$ cat src/hdl/gsde_pkg.sv
// Shared types, constants and lane command struct for the gate stream depth tracker.
package gsde_pkg;

  // Table sizes
  localparam int QUBIT_LANES     = 32;
  localparam int MAX_GATE_QUBITS = 3;
  localparam int NUM_KINDS       = 64;
  localparam int LAYER_BITS      = 20;

  // Fixed field widths of the input and result words
  localparam int OP_W        = 2;
  localparam int KIND_W      = 6;
  localparam int QCNT_W      = 2;
  localparam int QUBIT_W     = 5;
  localparam int MASK_OUT_W  = 32;
  localparam int LAYER_OUT_W = 20;
  localparam int COUNT_W     = 32;

  // Derived widths
  localparam int QIDX_W  = $clog2(QUBIT_LANES);
  localparam int KADDR_W = $clog2(NUM_KINDS);
  localparam int CMP_W   = 9;

  // Merge tree shape: first stage reduces groups, second stage reduces the groups
  localparam int GROUP_SIZE = 8;
  localparam int NUM_GROUPS = (QUBIT_LANES + GROUP_SIZE - 1) / GROUP_SIZE;

  typedef enum logic [OP_W-1:0] {
    OP_APPLY      = 2'd0,
    OP_READ_QUBIT = 2'd1,
    OP_READ_KIND  = 2'd2,
    OP_CLEAR      = 2'd3
  } op_t;

  typedef logic [QUBIT_LANES-1:0] mask_t;
  typedef logic [LAYER_BITS-1:0] layer_t;
  typedef logic [COUNT_W-1:0]    count_t;

  localparam layer_t LAYER_MAX = '1;
  localparam count_t COUNT_MAX = '1;

  // Command broadcast from the sequencer to every qubit lane
  typedef struct packed {
    logic                 capture;
    logic                 write;
    logic                 clear;
    op_t                  op;
    logic [QCNT_W-1:0]    qcount;
    logic [QUBIT_W-1:0]   qa;
    logic [QUBIT_W-1:0]   qb;
    logic [QUBIT_W-1:0]   qc;
    mask_t                new_mask;
    layer_t               new_layer;
  } lane_cmd_t;

endpackage

$ cat src/hdl/gsde_merge.sv
// Two-stage registered tree: OR of lane masks and maximum of lane layers.
module gsde_merge import gsde_pkg::*; (
  input  logic   clk,
  input  mask_t  tap_mask  [QUBIT_LANES],
  input  layer_t tap_layer [QUBIT_LANES],
  output mask_t  merged_mask,
  output layer_t top_layer
);

  mask_t  pad_mask  [NUM_GROUPS][GROUP_SIZE];
  layer_t pad_layer [NUM_GROUPS][GROUP_SIZE];
  mask_t  part_mask_d  [NUM_GROUPS];
  layer_t part_layer_d [NUM_GROUPS];
  mask_t  part_mask  [NUM_GROUPS];
  layer_t part_layer [NUM_GROUPS];
  mask_t  all_mask_d;
  layer_t all_layer_d;

  // Pad the lane taps out to whole groups
  for (genvar g = 0; g < NUM_GROUPS; g++) begin : g_grp
    for (genvar k = 0; k < GROUP_SIZE; k++) begin : g_elem
      if (g * GROUP_SIZE + k < QUBIT_LANES) begin : g_real
        assign pad_mask[g][k]  = tap_mask[g * GROUP_SIZE + k];
        assign pad_layer[g][k] = tap_layer[g * GROUP_SIZE + k];
      end else begin : g_pad
        assign pad_mask[g][k]  = '0;
        assign pad_layer[g][k] = '0;
      end
    end
  end

  // Reduce each group
  always_comb begin
    for (int g = 0; g < NUM_GROUPS; g++) begin
      part_mask_d[g]  = '0;
      part_layer_d[g] = '0;
      for (int k = 0; k < GROUP_SIZE; k++) begin
        part_mask_d[g] = part_mask_d[g] | pad_mask[g][k];
        if (pad_layer[g][k] > part_layer_d[g]) begin
          part_layer_d[g] = pad_layer[g][k];
        end
      end
    end
  end

  always_ff @(posedge clk) begin
    part_mask  <= part_mask_d;
    part_layer <= part_layer_d;
  end

  // Reduce the group results
  always_comb begin
    all_mask_d  = '0;
    all_layer_d = '0;
    for (int g = 0; g < NUM_GROUPS; g++) begin
      all_mask_d = all_mask_d | part_mask[g];
      if (part_layer[g] > all_layer_d) begin
        all_layer_d = part_layer[g];
      end
    end
  end

  always_ff @(posedge clk) begin
    merged_mask <= all_mask_d;
    top_layer   <= all_layer_d;
  end

endmodule

$ cat config.mk
export PLATFORM = sky130hd
export DESIGN_NAME = gsde_merge
export DESIGN_NICKNAME = d
export VERILOG_FILES = /design/src/hdl/gsde_pkg.sv /design/src/hdl/gsde_merge.sv
export SDC_FILE = /design/constraint.sdc
export NUM_CORES = 2
export LEC_CHECK = 0
export ABC_AREA = 1
export BUFFER_PORTS_ARGS = -buffer_cell sky130_fd_sc_hd__buf_2
export CAP_MARGIN = 10
export CORE_AREA = 2 2 663 665
export DETAILED_ROUTE_END_ITERATION = 7
export DIE_AREA = 0 0 665 667
export GPL_ROUTABILITY_DRIVEN = 0
export PLACE_DENSITY = 0.3
export REMOVE_ABC_BUFFERS = 1
export SLEW_MARGIN = 20
export SYNTH_ARGS = -nofsm -noshare
export SYNTH_HDL_FRONTEND = slang
export SYNTH_SLANG_ARGS = --single-unit
export TNS_END_PERCENT = 50
$ cat constraint.sdc
create_clock -name clk -period 16.9 [get_ports clk]
set_input_delay 3.38 -clock clk [delete_from_list [all_inputs] [get_ports clk]]
set_output_delay 3.38 -clock clk [all_outputs]
set_load 0.01 [all_outputs]
# After elaboration in Yosys (flattened, before gate mapping)
# Index checks and enable logic that the tools add are counted.
# op_classes
magnitude_cmp	36
mux	36
n_bitwise	31
# op_table
cell	n
bitwise OR 32 bit	31
2-to-1 mux 20 bit	36
greater-than comparator 20 bit	31
greater-than comparator 20 x 1 -> 1 bit, second input constant	5
# word_totals
ff_bits	260
in_bits	1665
output_inout_bits	52
elab_cells	113

# Depth between registers and ports, before layout
# depth
depth_word	16
mapped_depth	106
ltp_nobuf	95

# Worst setup path before layout
# Ideal clock, no wire load.
# synth_timing
path_kind	input-to-reg
start	input port tap_layer[319] (netlist bit)
end	register part_layer[20] (netlist bit)
setup_time_ps	59
arrival_time_ps	14734
setup_slack_ps	2107
path_stages	90
cell_sequence	inv_1 > ha_1 > nand2_1 > nor2_2 > nand2_1 > nor3b_2 > nand4_1 > o21ai_2 > buf_6 > clkbuf_1 > o21ai_0 > ha_1 > nand4_1 > or2_1 > nor3_2 > nand3_2 > nand2_4 > buf_2 > [... 54 more ...] > a21oi_1 > nand2_2 > nand2_2 > buf_6 > nand2_2 > nand2_1 > ha_1 > nand2_1 > inv_1 > nand3_1 > nor4_1 > a221oi_1 > o2111ai_1 > nand2_1 > inv_1 > clkbuf_1 > nand2_1 > nand2_1
# synth_lines
element	line	rtl
start, declared	gsde_merge.sv:5	input layer_t tap_layer [QUBIT_LANES],
end signal, assigned	gsde_merge.sv:48	part_layer <= part_layer_d;
end, declared	gsde_merge.sv:15	layer_t part_layer [NUM_GROUPS];

==> impl_results.md <==
- Via count: 41,500
- Worst reg2reg endpoint: top_layer[3]
- Startpoint types: primary input
- Fin crit share: 93.5%
- Die X: 665 um
- FMAX: 0.0633 GHz
- Met1 Usage GRT: 13.7%
- Final Non-Filler Cells: 12,900
- Crit path largest cell delay: 0.34 ns
- Status: completed
- TritonCTS buffer count: 41
- Dominant synthesized flop cell: dfxtp_1
- Placed insts: 12,500
- Crit path kind: in -> reg
- Worst Path Arrival: 16.30 ns
- Share of layout cells above drive strength 1: 37.7%
- Die height: 667 um
- Wire per inst: 23.5 um
- Largest net degree at the start of global routing: 42
- Worst IR Drop VDD: 0.129 mV
- H-Tree Level Count: 2
- Crit-path most repeated cell: nand2_1
- Worst-Skew Late Latency: 0.66 ns
- Total power per unit cell area: 178 nW/um^2
- RSZ-0062 raised after global routing: false
- Initial core utilization: 6.92%
- Worst-Margin Slew: 1.19 ns
- CTS sink cnt: 260
- Final setup viols: 0
- CTS root buffer: clkbuf_16
- # IOs: 1,717
- Crit-path slowest cell: ha_1
- Core Footprint: 437,000 um^2
- Asr flop ratio synth: 0%
- Crit path time final: 15.80 ns
- Via density: 3.22
- Die Area: 444,000 um^2
- TritonCTS clock tree: done
- GRT Util Overall: 13.0%
- Clock slew seen by the registers of the worst setup and hold paths: 0.08 ns
- Post-DP HPWL: 281 mm
- Rows: 243
- Global-route wire length before repair: 381 mm
- Initial DRT Pass Iterations: 7
- Final wirelength: 303 mm
- Critical Path End: part_layer[40]
- Hold depth: 1
- Slew Viols, Final: 0
- Worst Setup End Kind: flip-flop
- Library cells used by synthesis: 57
- Vias in the first global route: 39,700
- Synth warnings: 0
- Met2 Usage GRT: 23.9%
- Initial antenna violation count: 368
- Gate Count Post-Synth: 4,565
- Synthesized flop and latch total: 260
- Leakage: 25.5 nW
- Setup Skew: 0.0439 ns
- # port buffers: 1,716
- Max clock buf depth: 3
- Fin Setup TNS: 0 ns
- Sequential fraction of the synthesis area: 17.2%
- EDFF count, synth: 0
- Crit-path max FO: 23
- DRC violations left: 0
- Syn-to-layout area delta: 73.3%
- Max-cap violations: 0
- GRT busiest layer: met2
- HP Class: reg -> reg
- Post-synthesis area per instance: 6.61 um^2
- 1st-iter DRT viols: 2,298
- Slack of the critical path: 1.10 ns
- CP Data Required Time: 17.40 ns
- Gr ovfl total: 0
- Reg2reg setup slack: 8.48 ns
- Final Hold Viols: 0
- Hold_sp: part_mask[96]
- Synthesized cell area: 30,200 um^2
- Relative max-transition margin: 20.1%
- GR Layer Usage met3: 3.96%
- R2R cell count: 31
- Place WS: -0.0642 ns
- Critical path origin: tap_layer[475]
- Post-CTS Setup Bufs: 0
- Post-route ant nets: 0
- R2R Path Start: part_layer[79]
- Fin nets: 9,026
==> synthesized netlist by cell type (10+ instances only) <==
cell      number  area [um^2]
clkbuf_1      68          255
a211oi_1      30          225
nand3_1      264         1320
inv_2         10         37.5
buf_6         17          191
nand3b_1      13         97.6
nor2_2        14         87.6
a21oi_1      226         1130
or4_1         32          240
ha_1         594         7430
o211ai_1      11         82.6
nor2_1       140          526
nand2_4       14          158
nor4_1       268         1680
nand2_2       79          494
nand3_2       28          280
o21ai_0      488         2440
nand4_1       78          488
dfxtp_1      260         5200
buf_2         24          120
nand2_1     1325         4970
o21bai_1      12         90.1
inv_1        436         1640
nor3_1        22          110
==> layout make-up <==
type / count / area [um^2]
antenna: 323 / 808
inverter: 448 / 1680
timing repair buffer: 2296 / 13200
tap: 5757 / 7200
clock buffer: 55 / 1210
sequential: 260 / 5200
fill: 51500 / 384000
clock inverter: 20 / 260
multi-input combinational: 3720 / 22700
==> flip-flops by register name, summed over array words and instances, names as in the netlist <==
signal,count
merged_mask,32
part_mask,128
top_layer,20
part_layer,80
==> stage by stage <==
stage	total power, mW	cell area, um^2	hold WS (ns)	util (%)
final	9.34	52300	0.363	12.0
after global routing	10.5	52200	0.413	12.0
after CTS	9.67	51400	0.359	11.8
after detailed placement	8.59	49900	0.392	11.4
after global placement	8.67	49900	0.390	11.4
after floorplan	4.53	29400	0.386	-
==> cells in the final DEF, fill, tap and decap left out, drive strengths merged, types with 56 or more instances in the layout <==
master / instances
a21oi: 226
buf: 2295
clkbuf: 56
dfxtp: 260
diode: 323
ha: 594
inv: 450
nand2: 1418
nand3: 292
nand4: 83
nor2: 154
nor4: 269
o21ai: 495
==> layer usage <==
layer / up-vias / routed length (um)
li1: 20600 / -
met3: 701 / 23200
met5: - / 909
met1: 18200 / 111000
met4: 148 / 15300
met2: 1782 / 153000
==> timing repair <==
action	in CTS	in global routing
endpoints found under the setup margin	0	60
hold buffers	0	0
resized for setup	0	23
==> critical path, delay by kind of cell <==
| family | cells | cell delay (ns) |
|---|---|---|
| fa+ha+maj | 7 | 2.22 |
| compound gates | 6 | 1.01 |
| simple gates | 53 | 7.08 |
| buf+inv | 18 | 2.55 |
==> cell families (layout without fill, tap and decap cells) <==
kind of cell | count (synthesis) | in the layout | share of synthesized area [%]
adders and majority gates | 594 | 594 | 24.6
other | 0 | 323 | 0
and+or+nand+nor | 2310 | 2310 | 35.6
AOI/OAI and AO/OA | 816 | 816 | 14.4
buffers and inverters | 585 | 2819 | 8.18
DFF | 260 | 260 | 17.2
==> report_power, final <==
group	internal (mW)	total, mW	switching [mW]
combinational	3.08	7.42	4.34
clock	0.581	0.976	0.395
sequential	0.804	0.937	0.133
==> worst min-delay path by stage <==
stage	to	slack, ns
6_report	merged_mask[0]	0.36
5_1_grt	merged_mask[0]	0.41
4_1_cts	merged_mask[0]	0.36
3_5_place_dp	merged_mask[18]	0.39
3_3_place_gp	merged_mask[18]	0.39
2_1_floorplan	merged_mask[0]	0.39
No activity file was read; power rests on OpenSTA's default activity.
