**src/hdl/gsde_pkg.sv**
```systemverilog
// Shared types, constants and lane command struct for the gate stream depth tracker.
package gsde_pkg;

  // Table sizes
  localparam int QUBIT_LANES     = 32;
  localparam int MAX_GATE_QUBITS = 3;
  localparam int NUM_KINDS       = 64;
  localparam int LAYER_BITS      = 20;

  // Fixed field widths of the input and result words
  localparam int OP_W        = 2;
  localparam int KIND_W      = 6;
  localparam int QCNT_W      = 2;
  localparam int QUBIT_W     = 5;
  localparam int MASK_OUT_W  = 32;
  localparam int LAYER_OUT_W = 20;
  localparam int COUNT_W     = 32;

  // Derived widths
  localparam int QIDX_W  = $clog2(QUBIT_LANES);
  localparam int KADDR_W = $clog2(NUM_KINDS);
  localparam int CMP_W   = 9;

  // Merge tree shape: first stage reduces groups, second stage reduces the groups
  localparam int GROUP_SIZE = 8;
  localparam int NUM_GROUPS = (QUBIT_LANES + GROUP_SIZE - 1) / GROUP_SIZE;

  typedef enum logic [OP_W-1:0] {
    OP_APPLY      = 2'd0,
    OP_READ_QUBIT = 2'd1,
    OP_READ_KIND  = 2'd2,
    OP_CLEAR      = 2'd3
  } op_t;

  typedef logic [QUBIT_LANES-1:0] mask_t;
  typedef logic [LAYER_BITS-1:0] layer_t;
  typedef logic [COUNT_W-1:0]    count_t;

  localparam layer_t LAYER_MAX = '1;
  localparam count_t COUNT_MAX = '1;

  // Command broadcast from the sequencer to every qubit lane
  typedef struct packed {
    logic                 capture;
    logic                 write;
    logic                 clear;
    op_t                  op;
    logic [QCNT_W-1:0]    qcount;
    logic [QUBIT_W-1:0]   qa;
    logic [QUBIT_W-1:0]   qb;
    logic [QUBIT_W-1:0]   qc;
    mask_t                new_mask;
    layer_t               new_layer;
  } lane_cmd_t;

endpackage

```
**src/hdl/gsde_lane.sv**
```systemverilog
// One qubit lane: holds the qubit's mask and layer and taps them out when selected.
module gsde_lane import gsde_pkg::*; (
  input  logic              clk,
  input  logic              rst,
  input  logic [QIDX_W-1:0] lane_id,
  input  lane_cmd_t         cmd,
  output mask_t             tap_mask,
  output layer_t            tap_layer
);

  mask_t  mask;
  layer_t layer;
  logic   hit_q;
  logic   sel_a;
  logic   sel_b;
  logic   sel_c;
  logic   hit;
  mask_t  own_bit;

  assign own_bit = mask_t'(1) << lane_id;

  // Decide whether this lane takes part in the current word
  always_comb begin
    sel_a = CMP_W'(cmd.qa) == CMP_W'(lane_id);
    sel_b = CMP_W'(cmd.qb) == CMP_W'(lane_id);
    sel_c = CMP_W'(cmd.qc) == CMP_W'(lane_id);
    unique case (cmd.op)
      OP_APPLY: begin
        hit = (sel_a && (cmd.qcount >= 2'd1) && (MAX_GATE_QUBITS >= 1)) ||
              (sel_b && (cmd.qcount >= 2'd2) && (MAX_GATE_QUBITS >= 2)) ||
              (sel_c && (cmd.qcount >= 2'd3) && (MAX_GATE_QUBITS >= 3));
      end
      OP_READ_QUBIT: hit = sel_a;
      OP_READ_KIND:  hit = 1'b0;
      OP_CLEAR:      hit = 1'b0;
    endcase
  end

  // Hold lane state; restore own bit on reset or clear, update on write-back
  always_ff @(posedge clk) begin
    if (rst || cmd.clear) begin
      mask  <= own_bit;
      layer <= '0;
      hit_q <= 1'b0;
    end else begin
      if (cmd.capture) begin
        hit_q <= hit;
      end
      if (cmd.write && hit_q) begin
        mask  <= cmd.new_mask;
        layer <= cmd.new_layer;
      end
    end
  end

  // Tap the entry toward the merge tree, zero when not selected
  always_ff @(posedge clk) begin
    if (cmd.capture) begin
      tap_mask  <= hit ? mask : '0;
      tap_layer <= hit ? layer : '0;
    end
  end

endmodule

```
**config.mk**
```make
export PLATFORM = sky130hd
export DESIGN_NAME = gsde_lane
export DESIGN_NICKNAME = d
export VERILOG_FILES = /design/src/hdl/gsde_pkg.sv /design/src/hdl/gsde_lane.sv
export SDC_FILE = /design/constraint.sdc
export NUM_CORES = 1
export LEC_CHECK = 0
export ABC_CLOCK_PERIOD_IN_PS = 2300
export BUFFER_PORTS_ARGS = -buffer_cell sky130_fd_sc_hd__buf_2
export CAP_MARGIN = 25
export CORE_ASPECT_RATIO = 2
export CORE_MARGIN = 5
export CORE_UTILIZATION = 53
export CTS_BUF_LIST = sky130_fd_sc_hd__clkbuf_2 sky130_fd_sc_hd__clkbuf_4 sky130_fd_sc_hd__clkbuf_8
export CTS_CLUSTER_DIAMETER = 30
export DETAILED_ROUTE_END_ITERATION = 7
export PLACE_DENSITY_LB_ADDON = 0.3
export SLEW_MARGIN = 15
export SYNTH_ARGS = -nofsm -noshare
export SYNTH_HDL_FRONTEND = slang
export SYNTH_SLANG_ARGS = --single-unit
```
**constraint.sdc**
```tcl
create_clock -name clk -period 2.3 [get_ports clk]
set_input_delay 0 -clock clk [delete_from_list [all_inputs] [get_ports clk]]
set_output_delay 0 -clock clk [all_outputs]
set_load 0.01 [all_outputs]
```
* Yosys cells after proc, flatten, opt, wreduce, memory -nomap -nowiden
Cells that the tools add are included.
** Storage, ports and cells
- Bits in registers :: 105
- Input port bits :: 81
** Cells by class
- Reductions and logical operators :: 10
- Magnitude comparators :: 3
- Shifts and indexed selects :: 1
- Equal/unequal tests :: 6
- Multiplexer cells :: 3
** Operators by type and width (number)
- two-way mux 32 bit :: 2
- left shift 1 x 5 -> 32 bit (first input constant) :: 1
- == test 5 bit :: 3
- == test 2 bit (second input constant) :: 2
- >= comparator 2 bit (second input constant) :: 2
- logical AND 1 bit :: 4
- logical OR 1 bit :: 3
- one-hot mux 1 bit (3 select lines) :: 1
- == test 2 x 1 -> 1 bit (second input constant) :: 1
- >= comparator 2 x 1 -> 1 bit (second input constant) :: 1
- zero test 2 bit :: 1
- nonzero test 2 bit :: 1
- OR reduction 2 bit :: 1

* Longest topological paths before layout
- Depth in word-level cells :: 5
- Gate-level depth with buffers :: 7

* Worst setup path before layout
Ideal clock, no wire load.
- Kind :: in2reg
- From :: in cmd[71] (netlist bit)
- To :: reg mask[0], enable pin
- Stages on the path :: 4
- Slack :: 0.412 ns
- Required time :: 1.822 ns
- Arrival :: 1.410 ns
- Cells stage by stage :: nor2_1 clkbuf_1 clkbuf_1 nand2_1
** On the way
- Cells in the longest elaborated chain, start to end :: 2
** RTL lines
- start, declared :: line gsde_lane.sv:6 : input lane_cmd_t cmd,
- logical OR 1 bit :: line gsde_lane.sv:41 : if (rst || cmd.clear) begin
- nonzero test 2 bit (no line)
- end signal, assigned :: line gsde_lane.sv:42 : mask <= own_bit;
- end signal, assigned :: line gsde_lane.sv:50 : mask <= cmd.new_mask;
- end, declared :: line gsde_lane.sv:11 : mask_t mask;
No other way between the ends.
A chain may end at the register's enable or synchronous reset.

* Final worst setup path
- From :: in lane_id[4]
- To :: reg tap_layer[17] (data pin)
** On the way
- Cells in the longest elaborated chain, start to end :: 5
** RTL lines
- start, declared :: line gsde_lane.sv:5 : input logic [QIDX_W-1:0] lane_id,
- == test 5 bit (on tied branches) :: line gsde_lane.sv:24, gsde_lane.sv:25
- logical AND 1 bit (on tied branches) :: line gsde_lane.sv:29, gsde_lane.sv:30
- logical OR 1 bit :: line gsde_lane.sv:29 : hit = (sel_a && (cmd.qcount >= 2'd1) && (MAX_GATE_QUBITS >= 1)) ||
- logical OR 1 bit :: line gsde_lane.sv:30 : (sel_b && (cmd.qcount >= 2'd2) && (MAX_GATE_QUBITS >= 2)) ||
- one-hot mux 1 bit (3 select lines) (*) :: line gsde_lane.sv:27 : unique case (cmd.op)
- end signal, assigned :: line gsde_lane.sv:60 : tap_layer <= hit ? layer : '0;
- end, declared :: line gsde_lane.sv:8 : output layer_t tap_layer
Mark *: on every way between the ends. The rest lies on a longest branch, timed or not.

==> report_table.html <==
<table>
<tr><th>Metric</th><th>Value</th></tr>
<tr><th colspan="2">Floorplan</th></tr>
<tr><td>Initial core utilization</td><td>54.1%</td></tr>
<tr><td>Die width</td><td>around 74 um</td></tr>
<tr><td>Core Rows</td><td>46</td></tr>
<tr><td>Overall die area</td><td>around 10,000 um2</td></tr>
<tr><td>Std-Cell Core Area</td><td>just under 8000 um2</td></tr>
<tr><td>Height of the die</td><td>between 100 and 150 um</td></tr>
<tr><td>Top-level I/O count</td><td>around 130</td></tr>
<tr><th colspan="2">Clock network</th></tr>
<tr><td>H-Tree Level Count</td><td>3</td></tr>
<tr><td>CTS Buffer Depth</td><td>2</td></tr>
<tr><td>Setup repair bufs after CTS</td><td>0</td></tr>
<tr><td>TritonCTS clock tree</td><td>yes</td></tr>
<tr><td>Clock-pin slew on the worst setup and hold paths</td><td>roughly 0.090 ns</td></tr>
<tr><td>Buffer cell driving the clock tree root</td><td>clkbuf_8</td></tr>
<tr><td>Number of buffers created by CTS</td><td>9</td></tr>
<tr><td>Clock latency on the worst-skew pair</td><td>0.35 ns</td></tr>
<tr><td>Number of cells upsized or downsized after cts</td><td>0</td></tr>
<tr><td>Clk sinks</td><td>105</td></tr>
<tr><th colspan="2">GRT</th></tr>
<tr><td>Initial antenna violation count</td><td>0</td></tr>
<tr><td>Largest net degree at the start of global routing</td><td>53</td></tr>
<tr><td>Overall fraction of global-route tracks in use</td><td>18.6%</td></tr>
<tr><td>Global-route wire length before repair</td><td>between 10,000 and 15,000 um</td></tr>
<tr><td>Overflow left after global routing</td><td>0</td></tr>
<tr><td>Via count of the first global-routing pass</td><td>around 3,200</td></tr>
<tr><th colspan="2">Critical path</th></tr>
<tr><td>Critical setup path kind</td><td>in2reg</td></tr>
<tr><td>Max Fanout on Critical Path</td><td>52</td></tr>
<tr><td>Slowest Stage Delay on Critical Path</td><td>about 0.36 ns</td></tr>
<tr><td>Count of buffer and inverter cells on the critical path</td><td>2</td></tr>
<tr><td>Arrival time at the worst endpoint</td><td>1.68 ns</td></tr>
<tr><td>Critical Path End Type</td><td>register</td></tr>
<tr><td>Cell Chain, Critical Path</td><td>buf_2, xor2_1, nor4_1, nand4_1, a31oi_4, buf_4, and2_1</td></tr>
<tr><td>Req. time, crit path</td><td>2.52 ns</td></tr>
<tr><td>Largest delay share family, worst path</td><td>simple AND/OR/NAND/NOR gates</td></tr>
<tr><td>Type of origin of the critical path</td><td>primary input</td></tr>
<tr><td>Critical path's slowest cell</td><td>buf_4</td></tr>
<tr><th colspan="2">Yosys</th></tr>
<tr><td>Post-synthesis compound-gate area fraction</td><td>8.32%</td></tr>
<tr><td>Flip-flop and latch count after synthesis</td><td>around 110</td></tr>
<tr><td>Average size of a mapped cell</td><td>12.3 um2</td></tr>
<tr><td>Proportion of synthesized chip area in sequential cells</td><td>68.5%</td></tr>
<tr><td>Largest family of logic cells by synthesized area</td><td>simple AND/OR/NAND/NOR gates</td></tr>
<tr><td>Fraction of synthesized area in multiplexers</td><td>0%</td></tr>
<tr><td>Synth unique cells</td><td>31</td></tr>
<tr><td>Synthesized netlist cell count</td><td>between 300 and 400</td></tr>
<tr><td>Synth Area in Simple Gates</td><td>between 10% and 20%</td></tr>
<tr><td>Xor-xnor portion of the synthesized cell area</td><td>3.06%</td></tr>
<tr><td>Synthesized cell area</td><td>about 4300 um2</td></tr>
<tr><td>Share of synthesized cell area in full adder, half adder and majority cells</td><td>0%</td></tr>
<tr><td>Syn_nets</td><td>430</td></tr>
<tr><td>Total of warnings raised by yosys</td><td>0</td></tr>
<tr><th colspan="2">Run</th></tr>
<tr><td>Number of violations of the max-capacitance limit</td><td>0</td></tr>
<tr><th colspan="2">Final layout</th></tr>
<tr><td># fillers</td><td>around 530</td></tr>
<tr><td>Number of inserted diodes</td><td>0</td></tr>
<tr><td>Net count of the finished layout</td><td>approximately 600</td></tr>
<tr><td>Fraction of layout instances using a drive strength above 1</td><td>about 30%</td></tr>
<tr><td>Post-Layout Cell Count</td><td>630</td></tr>
<tr><td>Multi-input combinational cell area</td><td>around 1300 um2</td></tr>
<tr><td>Layout-stage area growth over the synthesis result</td><td>34.2%</td></tr>
<tr><td>FF+latch area</td><td>approximately 2900 um2</td></tr>
<tr><th colspan="2">STA</th></tr>
<tr><td>Final critical-path share of the clock period</td><td>between 60% and 70%</td></tr>
<tr><td>Number of max-slew violations in the final report</td><td>0</td></tr>
<tr><td>Final TNS setup</td><td>0 ns</td></tr>
<tr><td>Setup repair after global routing missed its margin</td><td>no</td></tr>
<tr><td>Final setup violation count</td><td>0</td></tr>
<tr><td>Worst slew slack as a fraction of its limit</td><td>about half</td></tr>
<tr><td>Measured slew at the worst slew-check pin</td><td>slightly above 0.7 ns</td></tr>
<tr><td>Fin crit period</td><td>between 1 and 1.5 ns</td></tr>
<tr><td>Upper clock frequency limit</td><td>approximately 0.69 GHz</td></tr>
<tr><td>Hold Vio Cnt, Final</td><td>0</td></tr>
<tr><td>Final Skew</td><td>0.00658 ns</td></tr>
<tr><th colspan="2">Route</th></tr>
<tr><td>Starting DRT DRC Count</td><td>~160</td></tr>
<tr><td>Number of nets with antenna violations after routing</td><td>0</td></tr>
<tr><td>Wire length per cell</td><td>roughly 14 um</td></tr>
<tr><td>Detailed-route via count</td><td>around 3,100</td></tr>
<tr><td>DRC Markers</td><td>0</td></tr>
<tr><td>Routed vias/inst</td><td>around 5.0</td></tr>
<tr><td>Final routed wirelength across all metal layers</td><td>about 9000 um</td></tr>
<tr><td>Drt pass-1 iters</td><td>4</td></tr>
<tr><th colspan="2">Hold path</th></tr>
<tr><td>Kind of path behind the tightest hold check</td><td>in2reg</td></tr>
<tr><th colspan="2">Run status</th></tr>
<tr><td>Result of the run</td><td>finished clean</td></tr>
<tr><th colspan="2">Placed design</th></tr>
<tr><td>HPWL Detailed</td><td>~6400 um</td></tr>
<tr><td>Cell Count Post-Placement</td><td>562</td></tr>
<tr><td>Routability-driven placement congestion ratio</td><td>0.867</td></tr>
<tr><td># port buffers</td><td>132</td></tr>
<tr><th colspan="2">Power and ir drop</th></tr>
<tr><td>PwrDens</td><td>637 nW/um2</td></tr>
<tr><td>Worst supply voltage drop on vdd</td><td>0.000346 V</td></tr>
<tr><td>Static power due to leakage</td><td>about 2.4 nW</td></tr>
</table>
[what timing repair did]
item	in CTS	in global routing
endpoints found under the setup margin	0	0
hold buffers	52	0
endpoints found under the hold margin	52	0
[cells in the final DEF, fill, tap and decap left out, drive strengths merged]
cell type and n:
a21oi 20, a22o 10, a311oi 1, a31oi 1
a32o 4, and2 54, and3 1, buf 139
bufinv 2, clkbuf 10, clkinv 4, dfxtp 21
dlygate4sd3 52, edfxtp 84, inv 1, nand2 68
nand2b 2, nand3 6, nand3b 1, nand4 1
nor2 5, nor2b 6, nor3 5, nor4 2
o21a 1, o21ai 12, o31ai 2, o41ai 2
or2 2, xnor2 4, xor2 11
[power breakdown]
part	switching [mW]	internal, mW
logic	0.172	0.174
clock network	0.561	0.620
registers	0.0171	2.13
[layer usage]
layer | share of wire, % | track usage (%) | wire, um
met2 | 54 | 33.9 | 4960
met4 | 5.3 | 13.2 | 482
met3 | 7.0 | 3.51 | 641
met5 | 0 | 0 | 0
met1 | 33 | 17.8 | 3020
[flip-flops by register name, indices dropped and copies added (netlist names)]
register	flops
hit_q	1
layer	20
mask	32
tap_layer	20
tap_mask	32
[per-stage QoR]
stage	hold WS (ns)	setup WS, ns	util [%]	total power, mW	instance area (um2)
floorplan	0.112	0.412	-	2.32	4300
global placement	0.243	0.545	63.4	2.46	5030
detailed placement	0.248	0.485	63.4	2.47	5030
CTS	0.0861	0.871	72.6	3.70	5770
global route	0.122	0.765	72.6	3.83	5770
finish	0.109	0.843	72.6	3.67	5770
[layout make-up]
class,instances,area share (%)
Sequential cell,105,51.0
Multi-Input combinational cell,221,21.7
Timing Repair Buffer,191,21.4
Clock inverter,6,1.43
Clock buffer,10,2.28
Inverter,1,0.0651
Tap cell,96,2.08
[logic make-up after synthesis]
kind of cell,after synthesis
AND/OR/NAND/NOR,153
flip-flops,105
AO/OA/AOI/OAI,53
buffers and inverters,23
XOR/XNOR,15
[path summary, 6_finish.rpt]
check	from	to	slack, ns	cells past startpoint
worst max-delay path	lane_id[4]	tap_layer[17]	0.84	7
worst min-delay path	cmd[70]	hit_q	0.11	4
worst max register to register	hit_q	layer[5]	0.94	3
worst min register to register	layer[9]	layer[9]	0.45	2
[worst reg2reg max path, stage by stage, from the launching register on]
cell	delay (ns)
dfxtp_1	0.36
and2_1	0.61
nand2_1	0.15
a21oi_1	0.17
[cells in the mapped netlist, drive strengths merged]
cell,n,share of area [%]
and2,54,7.9
o21a,1,0.17
nor4,2,0.29
o41ai,2,0.41
xor2,11,2.2
nand3b,1,0.17
buf,6,0.81
nand4,1,0.15
nor2,5,0.44
nand2,68,5.9
o31ai,2,0.35
inv,1,0.087
and3,1,0.15
edfxtp,84,59
a21oi,20,2.3
a31oi,1,0.49
a22o,10,2.0
or2,2,0.29
clkbuf,16,1.5
a32o,4,0.93
nor2b,6,0.87
nor3,5,0.58
o21ai,12,1.4
dfxtp,21,9.8
xnor2,4,0.81
nand3,6,0.70
nand2b,2,0.29
a311oi,1,0.20
Note: power is estimated with default switching activity, not from simulation.
